### config.mk
export PLATFORM = sky130hd
export DESIGN_NAME = seconds_to_gregorian_date
export DESIGN_NICKNAME = d
export VERILOG_FILES = /design/src/rtl/core/sgd_pkg.sv /design/src/rtl/core/sgd_divstep.sv /design/src/rtl/core/seconds_to_gregorian_date.sv
export SDC_FILE = /design/constraint.sdc
export NUM_CORES = 1
export LEC_CHECK = 0
export BUFFER_PORTS_ARGS = -buffer_cell sky130_fd_sc_hd__buf_2
export CAP_MARGIN = 20
export CORE_MARGIN = 10
export CORE_UTILIZATION = 35
export DETAILED_ROUTE_END_ITERATION = 8
export PLACE_DENSITY = 0.6
export SYNTH_ARGS = -nofsm -noshare
export SYNTH_HDL_FRONTEND = slang
export SYNTH_SLANG_ARGS = --single-unit
### constraint.sdc
create_clock -name clock -period 6.66 [get_ports clock]
set_input_delay 0.666 -clock clock [delete_from_list [all_inputs] [get_ports clock]]
set_output_delay 0.666 -clock clock [all_outputs]
set_load 0.1 [all_outputs]
### src/rtl/core/sgd_pkg.sv
// Shared types, constants and the month length table for the
// seconds-to-date converter. No dependencies.
`default_nettype none

package sgd_pkg;

   localparam int unsigned SEC_W = 39;

   localparam logic [SEC_W-1:0] LAST_SECOND = 39'd315537897599;

   localparam int unsigned SECS_PER_DAY  = 86400;
   localparam int unsigned SECS_PER_HOUR = 3600;
   localparam int unsigned SECS_PER_MIN  = 60;
   localparam int unsigned DAYS_400Y     = 400 * 365 + 100 - 4 + 1;
   localparam int unsigned DAYS_100Y     = 100 * 365 + 25 - 1;
   localparam int unsigned DAYS_4Y       = 4 * 365 + 1;
   localparam int unsigned DAYS_1Y       = 365;

   // Quotient bits produced by each long-division pass
   localparam int unsigned DAY_STEPS  = 23;
   localparam int unsigned HOUR_STEPS = 5;
   localparam int unsigned MIN_STEPS  = 6;
   localparam int unsigned Q400_STEPS = 5;
   localparam int unsigned Q100_STEPS = 2;
   localparam int unsigned Q4_STEPS   = 5;
   localparam int unsigned Q1_STEPS   = 2;

   localparam int unsigned CNT_W = 5;
   localparam int unsigned DAYS_W = DAY_STEPS;

   // Divisor aligned with the top quotient bit of each pass
   localparam logic [SEC_W-1:0] DVS_DAY  = SEC_W'(SECS_PER_DAY)  << (DAY_STEPS - 1);
   localparam logic [SEC_W-1:0] DVS_HOUR = SEC_W'(SECS_PER_HOUR) << (HOUR_STEPS - 1);
   localparam logic [SEC_W-1:0] DVS_MIN  = SEC_W'(SECS_PER_MIN)  << (MIN_STEPS - 1);
   localparam logic [SEC_W-1:0] DVS_400Y = SEC_W'(DAYS_400Y)     << (Q400_STEPS - 1);
   localparam logic [SEC_W-1:0] DVS_100Y = SEC_W'(DAYS_100Y)     << (Q100_STEPS - 1);
   localparam logic [SEC_W-1:0] DVS_4Y   = SEC_W'(DAYS_4Y)       << (Q4_STEPS - 1);
   localparam logic [SEC_W-1:0] DVS_1Y   = SEC_W'(DAYS_1Y)       << (Q1_STEPS - 1);

   localparam logic [3:0] LAST_WALK_MONTH = 4'd11;
   localparam logic [3:0] FEBRUARY_IDX    = 4'd1;
   localparam logic [4:0] Q4_CENTURY_END  = 5'd24;
   localparam logic [1:0] Q_CLAMPED       = 2'd3;

   typedef enum logic [9:0] {
      ST_IDLE  = 10'b00_0000_0001,
      ST_DAYS  = 10'b00_0000_0010,
      ST_HOUR  = 10'b00_0000_0100,
      ST_MIN   = 10'b00_0000_1000,
      ST_Q400  = 10'b00_0001_0000,
      ST_Q100  = 10'b00_0010_0000,
      ST_Q4    = 10'b00_0100_0000,
      ST_Q1    = 10'b00_1000_0000,
      ST_MONTH = 10'b01_0000_0000,
      ST_DONE  = 10'b10_0000_0000
   } state_type;

   typedef struct packed {
      logic             ge;
      logic [SEC_W-1:0] diff;
   } step_res_type;

   function automatic logic [4:0] month_len(input logic [3:0] idx, input logic leap);
      logic [4:0] len;
      unique case (idx)
         4'd0:         len = 5'd31;
         FEBRUARY_IDX: len = leap ? 5'd29 : 5'd28;
         4'd2:         len = 5'd31;
         4'd3:         len = 5'd30;
         4'd4:         len = 5'd31;
         4'd5:         len = 5'd30;
         4'd6:         len = 5'd31;
         4'd7:         len = 5'd31;
         4'd8:         len = 5'd30;
         4'd9:         len = 5'd31;
         4'd10:        len = 5'd30;
         4'd11:        len = 5'd31;
         default:      len = 5'd31;
      endcase
      return len;
   endfunction

endpackage

`default_nettype wire

### src/rtl/core/sgd_divstep.sv
// Shared compare-and-subtract unit: one restoring division step per cycle.
// Depends on sgd_pkg.
`default_nettype none

module sgd_divstep (
   input  wire logic [sgd_pkg::SEC_W-1:0] rem,
   input  wire logic [sgd_pkg::SEC_W-1:0] dvs,
   output sgd_pkg::step_res_type           res
);

   logic [sgd_pkg::SEC_W:0] wide_diff;

   // Borrow out of the extended subtraction means rem < dvs
   assign wide_diff = {1'b0, rem} - {1'b0, dvs};
   assign res.ge    = ~wide_diff[sgd_pkg::SEC_W];
   assign res.diff  = wide_diff[sgd_pkg::SEC_W-1:0];

endmodule

`default_nettype wire

### src/rtl/core/seconds_to_gregorian_date.sv
// Top level of the seconds-to-date converter: sequencer and working registers.
// Depends on sgd_pkg and sgd_divstep.
`default_nettype none

// Converts a count of seconds since 0001-01-01 00:00:00 (proleptic Gregorian)
// into year, month, day, hour, minute and second.
// Request: drive req_seconds_count and raise start; the transfer happens at a
// clock edge where start is high and busy is low. busy stays high until the
// result has been shown.
// Result: rsp_valid is high for exactly one cycle with all rsp_ fields; the
// receiver cannot stall it, so it must take the result in that cycle.
// Steps: one compare-and-subtract unit does every step. Passes of 23, 5 and
// 6 steps split off days, hours, minutes and seconds; for in-range counts
// passes of 5, 2, 5 and 2 steps split the days into years, then a walk of 1
// to 12 steps finds the month. With range_error set the year passes and the
// month walk are skipped. The next request can be taken the cycle after
// rsp_valid.
// Out of range: rsp_range_error is set and year, month and day read zero;
// hour, minute and second still give the time of day.
// Reset (synchronous, active high) returns the block to idle; an item in
// flight is dropped.

module seconds_to_gregorian_date (
   input  wire logic                        clock,
   input  wire logic                        reset,
   input  wire logic                        start,
   output logic                             busy,
   input  wire logic [sgd_pkg::SEC_W-1:0]   req_seconds_count,
   output logic                             rsp_valid,
   output logic [13:0]                      rsp_year,
   output logic [3:0]                       rsp_month,
   output logic [4:0]                       rsp_day,
   output logic [4:0]                       rsp_hour,
   output logic [5:0]                       rsp_minute,
   output logic [5:0]                       rsp_second,
   output logic                             rsp_range_error
);

   sgd_pkg::state_type state_ff, state_in;

   logic [sgd_pkg::SEC_W-1:0]  rem_ff, rem_in;
   logic [sgd_pkg::SEC_W-1:0]  dvs_ff, dvs_in;
   logic [sgd_pkg::DAYS_W-1:0] q_ff, q_in;
   logic [sgd_pkg::CNT_W-1:0]  cnt_ff, cnt_in;
   logic [sgd_pkg::DAYS_W-1:0] days_ff, days_in;
   logic [4:0]  q400_ff, q400_in;
   logic [1:0]  q100_ff, q100_in;
   logic [4:0]  q4_ff, q4_in;
   logic        leap_ff, leap_in;
   logic        err_ff, err_in;
   logic [13:0] year_ff, year_in;
   logic [3:0]  month_ff, month_in;
   logic [3:0]  midx_ff, midx_in;
   logic [4:0]  day_ff, day_in;
   logic [4:0]  hour_ff, hour_in;
   logic [5:0]  minute_ff, minute_in;
   logic [5:0]  second_ff, second_in;

   sgd_pkg::step_res_type     step;
   logic [sgd_pkg::SEC_W-1:0] step_dvs;
   logic [sgd_pkg::SEC_W-1:0] rem_next;
   logic [sgd_pkg::DAYS_W-1:0] q_full;
   logic [1:0]                q1_val;
   logic                      pass_end;

   assign step_dvs = (state_ff == sgd_pkg::ST_MONTH)
                   ? sgd_pkg::SEC_W'(sgd_pkg::month_len(midx_ff, leap_ff))
                   : dvs_ff;

   sgd_divstep u_step (
      .rem (rem_ff),
      .dvs (step_dvs),
      .res (step)
   );

   assign rem_next = step.ge ? step.diff : rem_ff;
   assign q_full   = {q_ff[sgd_pkg::DAYS_W-2:0], step.ge};
   assign q1_val   = q_full[1:0];
   assign pass_end = (cnt_ff == '0);

   always_comb begin
      state_in  = state_ff;
      rem_in    = rem_ff;
      dvs_in    = dvs_ff;
      q_in      = q_ff;
      cnt_in    = cnt_ff;
      days_in   = days_ff;
      q400_in   = q400_ff;
      q100_in   = q100_ff;
      q4_in     = q4_ff;
      leap_in   = leap_ff;
      err_in    = err_ff;
      year_in   = year_ff;
      month_in  = month_ff;
      midx_in   = midx_ff;
      day_in    = day_ff;
      hour_in   = hour_ff;
      minute_in = minute_ff;
      second_in = second_ff;

      // Common step of every division pass
      if (state_ff != sgd_pkg::ST_IDLE && state_ff != sgd_pkg::ST_MONTH &&
          state_ff != sgd_pkg::ST_DONE) begin
         rem_in = rem_next;
         dvs_in = dvs_ff >> 1;
         q_in   = q_full;
         cnt_in = cnt_ff - 1'b1;
      end

      unique case (state_ff)
         sgd_pkg::ST_IDLE: begin
            if (start) begin
               rem_in   = req_seconds_count;
               err_in   = (req_seconds_count > sgd_pkg::LAST_SECOND);
               dvs_in   = sgd_pkg::DVS_DAY;
               cnt_in   = sgd_pkg::CNT_W'(sgd_pkg::DAY_STEPS - 1);
               q_in     = '0;
               state_in = sgd_pkg::ST_DAYS;
            end
         end
         sgd_pkg::ST_DAYS: begin
            if (pass_end) begin
               days_in  = q_full;
               dvs_in   = sgd_pkg::DVS_HOUR;
               cnt_in   = sgd_pkg::CNT_W'(sgd_pkg::HOUR_STEPS - 1);
               q_in     = '0;
               state_in = sgd_pkg::ST_HOUR;
            end
         end
         sgd_pkg::ST_HOUR: begin
            if (pass_end) begin
               hour_in  = q_full[4:0];
               dvs_in   = sgd_pkg::DVS_MIN;
               cnt_in   = sgd_pkg::CNT_W'(sgd_pkg::MIN_STEPS - 1);
               q_in     = '0;
               state_in = sgd_pkg::ST_MIN;
            end
         end
         sgd_pkg::ST_MIN: begin
            if (pass_end) begin
               minute_in = q_full[5:0];
               second_in = rem_next[5:0];
               if (err_ff) begin
                  state_in = sgd_pkg::ST_DONE;
               end else begin
                  rem_in   = sgd_pkg::SEC_W'(days_ff);
                  dvs_in   = sgd_pkg::DVS_400Y;
                  cnt_in   = sgd_pkg::CNT_W'(sgd_pkg::Q400_STEPS - 1);
                  q_in     = '0;
                  state_in = sgd_pkg::ST_Q400;
               end
            end
         end
         sgd_pkg::ST_Q400: begin
            if (pass_end) begin
               q400_in  = q_full[4:0];
               dvs_in   = sgd_pkg::DVS_100Y;
               cnt_in   = sgd_pkg::CNT_W'(sgd_pkg::Q100_STEPS - 1);
               q_in     = '0;
               state_in = sgd_pkg::ST_Q100;
            end
         end
         sgd_pkg::ST_Q100: begin
            // Two quotient bits saturate at 3, which is the clamp on centuries
            if (pass_end) begin
               q100_in  = q_full[1:0];
               dvs_in   = sgd_pkg::DVS_4Y;
               cnt_in   = sgd_pkg::CNT_W'(sgd_pkg::Q4_STEPS - 1);
               q_in     = '0;
               state_in = sgd_pkg::ST_Q4;
            end
         end
         sgd_pkg::ST_Q4: begin
            if (pass_end) begin
               q4_in    = q_full[4:0];
               dvs_in   = sgd_pkg::DVS_1Y;
               cnt_in   = sgd_pkg::CNT_W'(sgd_pkg::Q1_STEPS - 1);
               q_in     = '0;
               state_in = sgd_pkg::ST_Q1;
            end
         end
         sgd_pkg::ST_Q1: begin
            if (pass_end) begin
               year_in  = 14'(q400_ff) * 14'd400 + 14'(q100_ff) * 14'd100
                        + 14'(q4_ff) * 14'd4 + 14'(q1_val) + 14'd1;
               // Year divisible by 4 when q1 is 3; a century year only when
               // the 4-year count also closes the century
               leap_in  = (q1_val == sgd_pkg::Q_CLAMPED) &&
                          ((q4_ff != sgd_pkg::Q4_CENTURY_END) ||
                           (q100_ff == sgd_pkg::Q_CLAMPED));
               month_in = 4'd1;
               midx_in  = '0;
               state_in = sgd_pkg::ST_MONTH;
            end
         end
         sgd_pkg::ST_MONTH: begin
            // Remainder is the zero-based day of year; advance while it covers a month, up to December
            if (midx_ff != sgd_pkg::LAST_WALK_MONTH && step.ge) begin
               rem_in   = step.diff;
               month_in = month_ff + 1'b1;
               midx_in  = midx_ff + 1'b1;
            end else begin
               day_in   = rem_ff[4:0] + 5'd1;
               state_in = sgd_pkg::ST_DONE;
            end
         end
         sgd_pkg::ST_DONE: begin
            state_in = sgd_pkg::ST_IDLE;
         end
         default: begin
            state_in = sgd_pkg::ST_IDLE;
         end
      endcase
   end

   always_ff @(posedge clock) begin
      if (reset) begin
         state_ff <= sgd_pkg::ST_IDLE;
      end else begin
         state_ff <= state_in;
      end
   end

   always_ff @(posedge clock) begin
      rem_ff    <= rem_in;
      dvs_ff    <= dvs_in;
      q_ff      <= q_in;
      cnt_ff    <= cnt_in;
      days_ff   <= days_in;
      q400_ff   <= q400_in;
      q100_ff   <= q100_in;
      q4_ff     <= q4_in;
      leap_ff   <= leap_in;
      err_ff    <= err_in;
      year_ff   <= year_in;
      month_ff  <= month_in;
      midx_ff   <= midx_in;
      day_ff    <= day_in;
      hour_ff   <= hour_in;
      minute_ff <= minute_in;
      second_ff <= second_in;
   end

   assign busy            = (state_ff != sgd_pkg::ST_IDLE);
   assign rsp_valid       = (state_ff == sgd_pkg::ST_DONE);
   assign rsp_range_error = err_ff;
   assign rsp_year        = err_ff ? '0 : year_ff;
   assign rsp_month       = err_ff ? '0 : month_ff;
   assign rsp_day         = err_ff ? '0 : day_ff;
   assign rsp_hour        = hour_ff;
   assign rsp_minute      = minute_ff;
   assign rsp_second      = second_ff;

endmodule

`default_nettype wire

==> results of run 1 <==
[placed cells by master, fill, tap and decap left out, types with 5 or more instances in the layout]
cell	n
mux2_2	5
clkbuf_16	19
dfxtp_1	115
buf_2	84
a21o_1	16
ha_1	79
xnor2_1	44
nor3b_1	6
nand3_1	20
nor2_1	98
o21ai_0	70
o21bai_1	8
or3_1	7
o22ai_1	9
xor2_1	20
a21boi_0	5
o21a_1	9
nor3_1	32
a22oi_1	13
a211oi_1	7
nand4_1	12
nor4_1	5
a31oi_1	10
and2_1	8
edfxtp_1	81
a221o_1	7
buf_4	13
nand2_1	193
o21ai_1	13
nor2b_1	40
a22o_1	18
mux2i_1	29
inv_1	36
nand2b_1	20
a21oi_1	130
[synthesized netlist by cell type (all sizes together) (24+ instances only)]
cell | count | area share
nor2 | 100 | 0.033
nor2b | 41 | 0.023
mux2i | 29 | 0.025
dfxtp | 115 | 0.20
edfxtp | 81 | 0.21
clkbuf | 33 | 0.011
o21ai | 84 | 0.036
nand2 | 195 | 0.063
nor3 | 36 | 0.017
buf | 24 | 0.013
xnor2 | 44 | 0.033
inv | 37 | 0.012
ha | 79 | 0.085
a21oi | 132 | 0.057
[cell families after synthesis]
| logic type | after synthesis |
|---|---|
| compound gates | 361 |
| mux | 34 |
| flops | 196 |
| simple gates | 474 |
| xor+xnor | 64 |
| buf+inv | 94 |
| fa+ha+maj | 83 |
[through the flow]
| stage | hold slack (ns) | power, mW | instance area [um^2] |
|---|---|---|---|
| 6_report | 0.432 | 5.61 | 13100 |
| 5_1_grt | 0.448 | 6.04 | 13100 |
| 4_1_cts | 0.432 | 5.61 | 13100 |
| 3_5_place_dp | 0.415 | 4.56 | 12500 |
| 3_3_place_gp | 0.417 | 4.54 | 12500 |
| 2_1_floorplan | 0.408 | 3.88 | 11700 |
[worst min-delay path by stage]
stage                     start                    end  slack (ns)  cells after the start
3_3_place_gp   q_ff[21]$_DFF_P_  days_ff[22]$_DFFE_PP_        0.42                      0
2_1_floorplan  q_ff[21]$_DFF_P_  days_ff[22]$_DFFE_PP_        0.41                      0
3_5_place_dp   q_ff[21]$_DFF_P_  days_ff[22]$_DFFE_PP_        0.42                      0
4_1_cts        q_ff[21]$_DFF_P_  days_ff[22]$_DFFE_PP_        0.43                      0
6_report       q_ff[21]$_DFF_P_  days_ff[22]$_DFFE_PP_        0.43                      0
5_1_grt        q_ff[21]$_DFF_P_  days_ff[22]$_DFFE_PP_        0.45                      0
[cell type report]
type	instances	area (um^2)
clock buffer	21	484
clock inverter	11	87.6
fill	3355	19700
inverter	37	139
multi-input combinational	1016	6590
sequential	196	4730
tap	442	553
timing repair buffer	97	518
[per-layer routing]
layer,share of wire,vias to the layer above,GRT usage
met5,0,-,0
met1,0.46,4614,0.208
met4,0.013,0,0.0410
met3,0.053,32,0.0344
met2,0.47,221,0.265
li1,-,4832,-
[flip-flops by register name (all words and copies together), names as in the netlist, 6 cells and up]
register / count
rsp_second: 6
rem_ff: 39
state_ff: 10
days_ff: 23
rsp_minute: 6
q_ff: 22
year_ff: 14
dvs_ff: 39
[worst reg2reg max path, cell delays in order, from the launching register on]
cell       delay (ns)
dfxtp_1          0.39
nor4_4           0.38
nand2_2          0.16
or4_4            0.79
nand2_1          0.19
ha_1             0.29
a211oi_1         0.23
nor2_1           0.12
or4b_4           0.55
o211ai_2         0.22
a21oi_2          0.16
nor2_1           0.28
inv_1            0.13
ha_1             0.23
ha_1             0.21
a21o_1           0.18
a21oi_1          0.22
o21bai_1         0.09
a21oi_1          0.22
o21bai_1         0.09
a21oi_1          0.23
nor2b_1          0.10
o2111ai_1        0.22
xnor2_1          0.10
[power by group]
group          switching, mW  internal [mW]  total, mW
Combinational           1.79           1.14       2.94
Sequential             0.169           1.48       1.65
Clock                  0.490          0.533       1.02
Total                   2.45           3.16       5.61
==> impl_metrics.tcl, run 1 <==
set metrics [dict create \
    outcome "finished clean" \
    grt_antenna_before_repair 0 \
    fin_setup_tns_ns 0 \
    synth-simple-area-share 0.196 \
    crit_type "reg2reg" \
    cts_tree "built" \
    syn_avg_cell_area_um2 8.96 \
    worstSetupStartpoint "state_ff[4]$_SDFFE_PP0P_" \
    pre_cts_ws_ns 0.634 \
    ys_warn_count 0 \
    viasPerCell 5.33 \
    fmax_ghz 0.166 \
    final_cells 1820 \
    slowest_delay_ns 0.79 \
    area_delta_synth_final_pct 12.0 \
    drtPass1Iterations 5 \
    fin_util 0.400 \
    numPortBuffers 84 \
    synth_top_flop_cell "dfxtp_1" \
    path_clk_slew_ns 0.08 \
    via_count 9699 \
    endpoint "year_ff[13]$_DFFE_PP_" \
    synth_edf_count 81 \
    finClkSkew_ns 0.0142 \
    rows 66 \
    n_antenna_cell 0 \
    yosysUniqueCellTypes 84 \
    post-route-period-util 0.906 \
    synth-seq-cells 196 \
    max_cap_viol_count 0 \
    ir_drop_uv 261 \
    cellPowerDensity_nw_per_um2 428 \
    rsz0062_at_grt "no" \
    hold_path.class "reg2reg" \
    critPathLaunchType "flip-flop" \
    yosysSeqAreaShare 0.405 \
    synthXorXnorAreaFrac 0.0479 \
    die_area_um2 41100 \
    worst_slew_pin_slew_ns 1.04 \
    wl_per_cell_um 18.5 \
    cts_buffers 17 \
    grt_max_degree 55 \
    dp_hpwl_um 25400 \
    r2r_start "state_ff[4]$_SDFFE_PP0P_" \
    finalCriticalPeriod_ns 6.04 \
    critPathBufInv 1 \
    cts-resized-gates 0 \
    worstPathRequired_ns 6.85 \
    syn-num-nets 1431 \
    coreArea_um2 32800 \
    htree_levels 4 \
    p_leak_nw 5.22 \
    cp-end-kind "flip-flop" \
    boundaryPins 85 \
    post_cts_buffers 0 \
    place_congestion 0.920 \
    drc 0 \
    dp_cells 1788 \
    worstPathCellList "nor4_4 > nand2_2 > or4_4 > nand2_1 > ha_1 > a211oi_1 > nor2_1 > or4b_4 > o211ai_2 > a21oi_2 > nor2_1 > inv_1 > ha_1 > ha_1 > a21o_1 > a21oi_1 > o21bai_1 > a21oi_1 > o21bai_1 > a21oi_1 > nor2b_1 > o2111ai_1 > xnor2_1" \
    die_y_um 203 \
    cp_slowest_cell "or4_4" \
    start_util 0.357 \
    synth.area.mux_share 0.0296 \
    grt_pass1_vias 9433 \
    clock_sinks 196 \
    synth_top_family_by_area "simple AND/OR/NAND/NOR gates" \
    postRouteAntennaNets 0 \
    path_delay_family "simple AND/OR/NAND/NOR gates" \
    clk_root_buffer_cell "clkbuf_16" \
    clock_latency_ns 0.45 \
    hold_viol 0 \
    clockBufferDepth 2 \
    cts_hold_buffers 0 \
    r2r_end "year_ff[13]$_DFFE_PP_" \
    critPathMaxFanout 46 \
    cp.arrival_ns 6.22 \
    rrSetupSlack_ns 0.62 \
    die_w_um 203 \
    drt_iter0_drc 642 \
    async_flop_share 0 \
    grt_usage 0.160 \
    crit_cells 23 \
    r2r_cells 23 \
    synth_compound_area_frac 0.196 \
    syn_inst 1306 \
    layout-drive-gt1-share 0.123 \
    grt_remaining_overflow 0 \
    setup_viol 0 \
    yosys.area_share.adder 0.0913 \
    finalMaxSlewViolations 0 \
    drt-total-wl_um 33700 \
    worst_slack_ns 0.624 \
    fin_nets 1490 \
    grt_pass1_wl_um 52700 \
    synth.cell_area_um2 11700 \
    timing.slew.headroom 0.302 \
]
(Power assumes the default switching activity.)
==> inputs of run 2 (changes only) <==
--- a/config.mk
+++ b/config.mk
@@ -5,12 +5,12 @@
 export SDC_FILE = /design/constraint.sdc
 export NUM_CORES = 1
 export LEC_CHECK = 0
-export BUFFER_PORTS_ARGS = -buffer_cell sky130_fd_sc_hd__buf_2
+export BUFFER_PORTS_ARGS = -buffer_cell sky130_fd_sc_hd__buf_4
 export CAP_MARGIN = 20
 export CORE_MARGIN = 10
 export CORE_UTILIZATION = 35
 export DETAILED_ROUTE_END_ITERATION = 8
-export PLACE_DENSITY = 0.6
+export PLACE_DENSITY = 0.56
 export SYNTH_ARGS = -nofsm -noshare
 export SYNTH_HDL_FRONTEND = slang
 export SYNTH_SLANG_ARGS = --single-unit
==> run 2 against run 1 <==
Clock skew decreased by 0.00093 ns. Worst setup slack got worse by 0.033 ns. Register-to-register slack got worse by 0.03 ns. Via count increased by 1.3%. Largest power group unchanged. Routed wire length increased by 1.8%. Global-route usage increased by 0.46 points. Critical endpoint unchanged. Sequential power about the same. Hold slack improved by 0.0053 ns.
==> impl_metrics.tcl, run 2 (synthesis gave the netlist of run 1 again) <==
set metrics [dict create \
    drt_iter0_drc 699 \
    setup_viol 0 \
    power_switching_share 0.439 \
    slowest_delay_ns 0.70 \
    clockBufferDepth 2 \
    cp-end-kind "flip-flop" \
    p_leak_nw 5.28 \
    layout-drive-gt1-share 0.123 \
    finClkSkew_ns 0.0132 \
    viasPerCell 5.39 \
    boundaryPins 85 \
    start_util 0.357 \
    clk_root_buffer_cell "clkbuf_16" \
    grt_max_degree 47 \
    p_int_mw 3.16 \
    worstPathRequired_ns 6.86 \
    final_cells 1823 \
    die_w_um 203 \
    dp_cells 1791 \
    cts_tree "built" \
    ir_drop_uv 212 \
    cp_slowest_cell "or4_4" \
    timing.slew.headroom 0.259 \
    seqPwrFrac 0.293 \
    post_cts_buffers 0 \
    drt-total-wl_um 34300 \
    drtPass1Iterations 5 \
    grt_antenna_before_repair 0 \
    multiInputGateArea_um2 6590 \
    via_count 9823 \
    clock_sinks 196 \
    pre_cts_ws_ns 0.642 \
    fill_cells 3318 \
    finalMaxSlewViolations 0 \
    cts_buffers 17 \
    rsz0062_at_grt "no" \
    drc 0 \
    comb_power_share 0.527 \
    grt_remaining_overflow 0 \
    dp_hpwl_um 25900 \
    crit_top_cell "a21oi_1" \
    htree_levels 4 \
    regArea_um2 4730 \
    fmax_ghz 0.165 \
    hold_path.class "in2reg" \
    place_congestion 0.896 \
    final_cell_mix "nand2_1, a21oi_1, dfxtp_1, buf_4, nor2_1" \
    cts-resized-gates 0 \
    wl_per_cell_um 18.8 \
    top_regs "dvs_ff x39, rem_ff x39, days_ff x23" \
    p_sw_mw 2.47 \
    area_delta_synth_final_pct 13.9 \
    coreArea_um2 32800 \
    cellPowerDensity_nw_per_um2 423 \
    p_total_mw 5.64 \
    numPortBuffers 84 \
    path_clk_slew_ns 0.07 \
    cts_hold_buffers 0 \
    fin_setup_tns_ns 0 \
    clock_latency_ns 0.45 \
    worst_slew_pin_slew_ns 1.10 \
    die_area_um2 41100 \
    rows 66 \
    crit_type "reg2reg" \
    grt_pass1_vias 9618 \
    critPathLaunchType "flip-flop" \
    grt_usage 0.165 \
    worstPathCellList "nor4_4 > nand2_2 > or4_4 > buf_4 > nand2_1 > ha_1 > a21oi_1 > o21ai_0 > a21oi_1 > a21boi_0 > o21ai_1 > nor2_1 > inv_1 > ha_1 > ha_1 > a21o_1 > a21oi_1 > o21bai_1 > a21oi_1 > o21bai_1 > a21oi_1 > nor2b_1 > o2111ai_1 > xnor2_1" \
    layout_commonest_cell "nand2_1" \
    hold_viol 0 \
    n_antenna_cell 0 \
    outcome "finished clean" \
    grt_pass1_wl_um 54200 \
    post-route-period-util 0.911 \
    fin_util 0.406 \
    postRouteAntennaNets 0 \
    pwr-share-clk 0.179 \
    fin_nets 1493 \
    worst_slack_ns 0.591 \
    max_cap_viol_count 0 \
    cp.arrival_ns 6.27 \
    critPathMaxFanout 28 \
    finalCriticalPeriod_ns 6.07 \
    die_y_um 203 \
]
run 2: cell types whose count changed in the layout (fill, tap and decap cells not counted):
cell,previous run,this run
buf_4,13,100
buf_2,84,0
clkbuf_16,19,17
bufinv_16,0,1
clkbuf_1,1,2
clkbuf_2,1,0
clkinv_1,1,2
clkinv_2,1,0
clkinv_4,1,2
clkinvlp_4,2,3
inv_4,1,0
run 2: worst paths after layout:
check / from / end / slack [ns] / depth (start not counted)
max: state_ff[4]$_SDFFE_PP0P_ / year_ff[13]$_DFFE_PP_ / 0.59 / 24
max reg2reg: state_ff[4]$_SDFFE_PP0P_ / year_ff[13]$_DFFE_PP_ / 0.59 / 24
min reg2reg: q_ff[21]$_DFF_P_ / days_ff[22]$_DFFE_PP_ / 0.44 / 0
min: req_seconds_count[26] / rem_ff[26]$_DFF_P_ / 0.44 / 3
run 2: cell type report:
type                       count  share of cell area
clock buffer                  19              0.0325
clock inverter                13             0.00948
inverter                      37              0.0104
multi-input combinational   1016               0.494
sequential                   196               0.355
tap                          442              0.0415
timing repair buffer         100              0.0563
run 2: power by group through the flow:
stage	combinational [mW]	clock, mW	sequential, mW
2_1_floorplan	2.26	0	1.61
3_3_place_gp	2.92	0	1.68
3_5_place_dp	2.94	0	1.68
4_1_cts	2.96	1.04	1.65
5_1_grt	3.30	1.08	1.68
6_report	2.97	1.01	1.65
run 2: layer usage:
| layer | wire length (um) | vias to the layer above | GRT usage |
|---|---|---|---|
| li1 | - | 4843 | - |
| met1 | 15900 | 4724 | 0.218 |
| met2 | 16500 | 230 | 0.277 |
| met3 | 1600 | 26 | 0.0264 |
| met4 | 287 | 0 | 0.0344 |
| met5 | 0 | - | 0 |
run 2: through the flow:
stage / cell area (um^2) / hold slack [ns]
detailed placement: 12800 / 0.421
global route: 13300 / 0.434
finish: 13300 / 0.437
floorplan: 11700 / 0.408
global placement: 12800 / 0.415
CTS: 13300 / 0.416
run 2: critical path: cells and delay by family, from the launching register on:
family	cells	cell delay [ns]
AOI/OAI and AO/OA	12	2.30
xor gates and xnor gates	1	0.08
and+or+nand+nor	6	1.85
DFF	1	0.40
buffers and inverters	2	0.42
adders and majority gates	3	0.73
==> inputs of run 3 (changes only) <==
--- a/config.mk
+++ b/config.mk
@@ -9,6 +9,7 @@
 export CAP_MARGIN = 20
 export CORE_MARGIN = 10
 export CORE_UTILIZATION = 35
+export CTS_BUF_LIST = sky130_fd_sc_hd__clkbuf_4 sky130_fd_sc_hd__clkbuf_8 sky130_fd_sc_hd__clkbuf_16
 export DETAILED_ROUTE_END_ITERATION = 8
 export PLACE_DENSITY = 0.56
 export SYNTH_ARGS = -nofsm -noshare
==> run 3 against run 2 <==
Power rose by 0.14%. Sequential share of layout area barely moved. Design area barely moved. Combinational power barely moved. Hold slack barely moved. Clock power barely moved. Non-clock buffer count did not move.
==> impl_metrics.tcl, run 3 (synthesis gave the netlist of run 1 again) <==
set metrics [dict create \
    outcome "finished clean" \
    cts_hold_buffers 0 \
    critPathMaxFanout 28 \
    placed_cell_area_um2 12800 \
    rsz0062_at_grt "no" \
    die_w_um 203 \
    cts-resized-gates 0 \
    post_cts_buffers 0 \
    top_regs "dvs_ff x39, rem_ff x39, days_ff x23" \
    clock_latency_ns 0.45 \
    cellPowerDensity_nw_per_um2 424 \
    area_delta_synth_final_pct 14.0 \
    via_count 9808 \
    worstPathRequired_ns 6.86 \
    clk_root_buffer_cell "clkbuf_16" \
    die_y_um 203 \
    fin_nets 1493 \
    boundaryPins 85 \
    cp.arrival_ns 6.27 \
    critPathLaunchType "flip-flop" \
    clockBufferDepth 2 \
    coreArea_um2 32800 \
    viasPerCell 5.38 \
    final_cell_mix "nand2_1, a21oi_1, dfxtp_1, buf_4, nor2_1" \
    crit_type "reg2reg" \
    cp-end-kind "flip-flop" \
    wl_met2_um 16500 \
    wl_per_cell_um 18.8 \
    layout_commonest_cell "nand2_1" \
    design_area_um2 13300 \
    drt_iter0_drc 692 \
    finalMaxSlewViolations 0 \
    numPortBuffers 84 \
    grt_pass1_wl_um 54200 \
    wl_met3_um 1480 \
    layout-drive-gt1-share 0.125 \
    fmax_ghz 0.165 \
    grt_max_degree 47 \
    grt_antenna_before_repair 0 \
    top_layer_used "met4" \
    fin_util 0.407 \
    ir_drop_uv 212 \
    grt_usage 0.165 \
    grt_pass1_vias 9620 \
    wl_met1_um 16000 \
    drc 0 \
    drt-total-wl_um 34300 \
    dp_hpwl_um 25900 \
    post-route-period-util 0.911 \
    max_cap_viol_count 0 \
    rows 66 \
    postRouteAntennaNets 0 \
    start_util 0.357 \
    n_antenna_cell 0 \
    path_clk_slew_ns 0.07 \
    p_leak_nw 5.29 \
    cts_tree "built" \
    finalCriticalPeriod_ns 6.07 \
    htree_levels 4 \
    clock_sinks 196 \
    grt_remaining_overflow 0 \
    place_congestion 0.896 \
    finClkSkew_ns 0.0133 \
    timing.slew.headroom 0.258 \
    cts_buffers 17 \
    worst_slew_pin_slew_ns 1.10 \
    hold_path.class "in2reg" \
    setup_viol 0 \
    hold_viol 0 \
    die_area_um2 41100 \
    fin_setup_tns_ns 0 \
    holdWs_ns 0.437 \
    drtPass1Iterations 7 \
]
-- run 3: worst max-delay path, cell delays in order, from the launching register on --
cell and delay, ns:
dfxtp_1 0.40, nor4_4 0.39, nand2_2 0.17, or4_4 0.70, buf_4 0.31, nand2_1 0.10
ha_1 0.29, a21oi_1 0.28, o21ai_0 0.15, a21oi_1 0.20, a21boi_0 0.20, o21ai_1 0.23
nor2_1 0.40, inv_1 0.11, ha_1 0.23, ha_1 0.21, a21o_1 0.18, a21oi_1 0.21
o21bai_1 0.09, a21oi_1 0.22, o21bai_1 0.09, a21oi_1 0.24, nor2b_1 0.09, o2111ai_1 0.21
xnor2_1 0.08
-- run 3: where the power goes --
group | internal [mW] | total, mW | switching (mW)
registers | 1.48 | 1.65 | 0.173
clock network | 0.531 | 1.02 | 0.489
logic | 1.16 | 2.97 | 1.81
total | 3.17 | 5.65 | 2.47
-- run 3: routing by layer --
| metal | track usage | vias up |
|---|---|---|
| met4 | 0.0344 | 0 |
| li1 | - | 4841 |
| met2 | 0.277 | 230 |
| met3 | 0.0264 | 20 |
| met5 | 0 | - |
| met1 | 0.218 | 4717 |
-- run 3: path summary, 6_finish.rpt --
check	start	end	slack [ns]	cells after the start
max	state_ff[4]$_SDFFE_PP0P_	year_ff[13]$_DFFE_PP_	0.59	24
max reg2reg	state_ff[4]$_SDFFE_PP0P_	year_ff[13]$_DFFE_PP_	0.59	24
min	req_seconds_count[26]	rem_ff[26]$_DFF_P_	0.44	3
min reg2reg	q_ff[21]$_DFF_P_	days_ff[22]$_DFFE_PP_	0.44	0
-- run 3: layout make-up --
cell class,instances,area (um^2)
fill,3317,19500
multi-input combinational,1016,6590
sequential,196,4730
timing repair buffer,100,751
tap,442,553
clock buffer,19,440
inverter,37,139
clock inverter,13,126
-- run 3: stage by stage --
stage | cells | power (mW) | worst slack, ns
after floorplan | 1306 | 3.88 | 1.07
after global placement | 1791 | 4.60 | 0.743
after detailed placement | 1791 | 4.61 | 0.642
after CTS | 1823 | 5.66 | 0.613
after global routing | 1823 | 6.06 | 0.0777
final | 1823 | 5.65 | 0.591
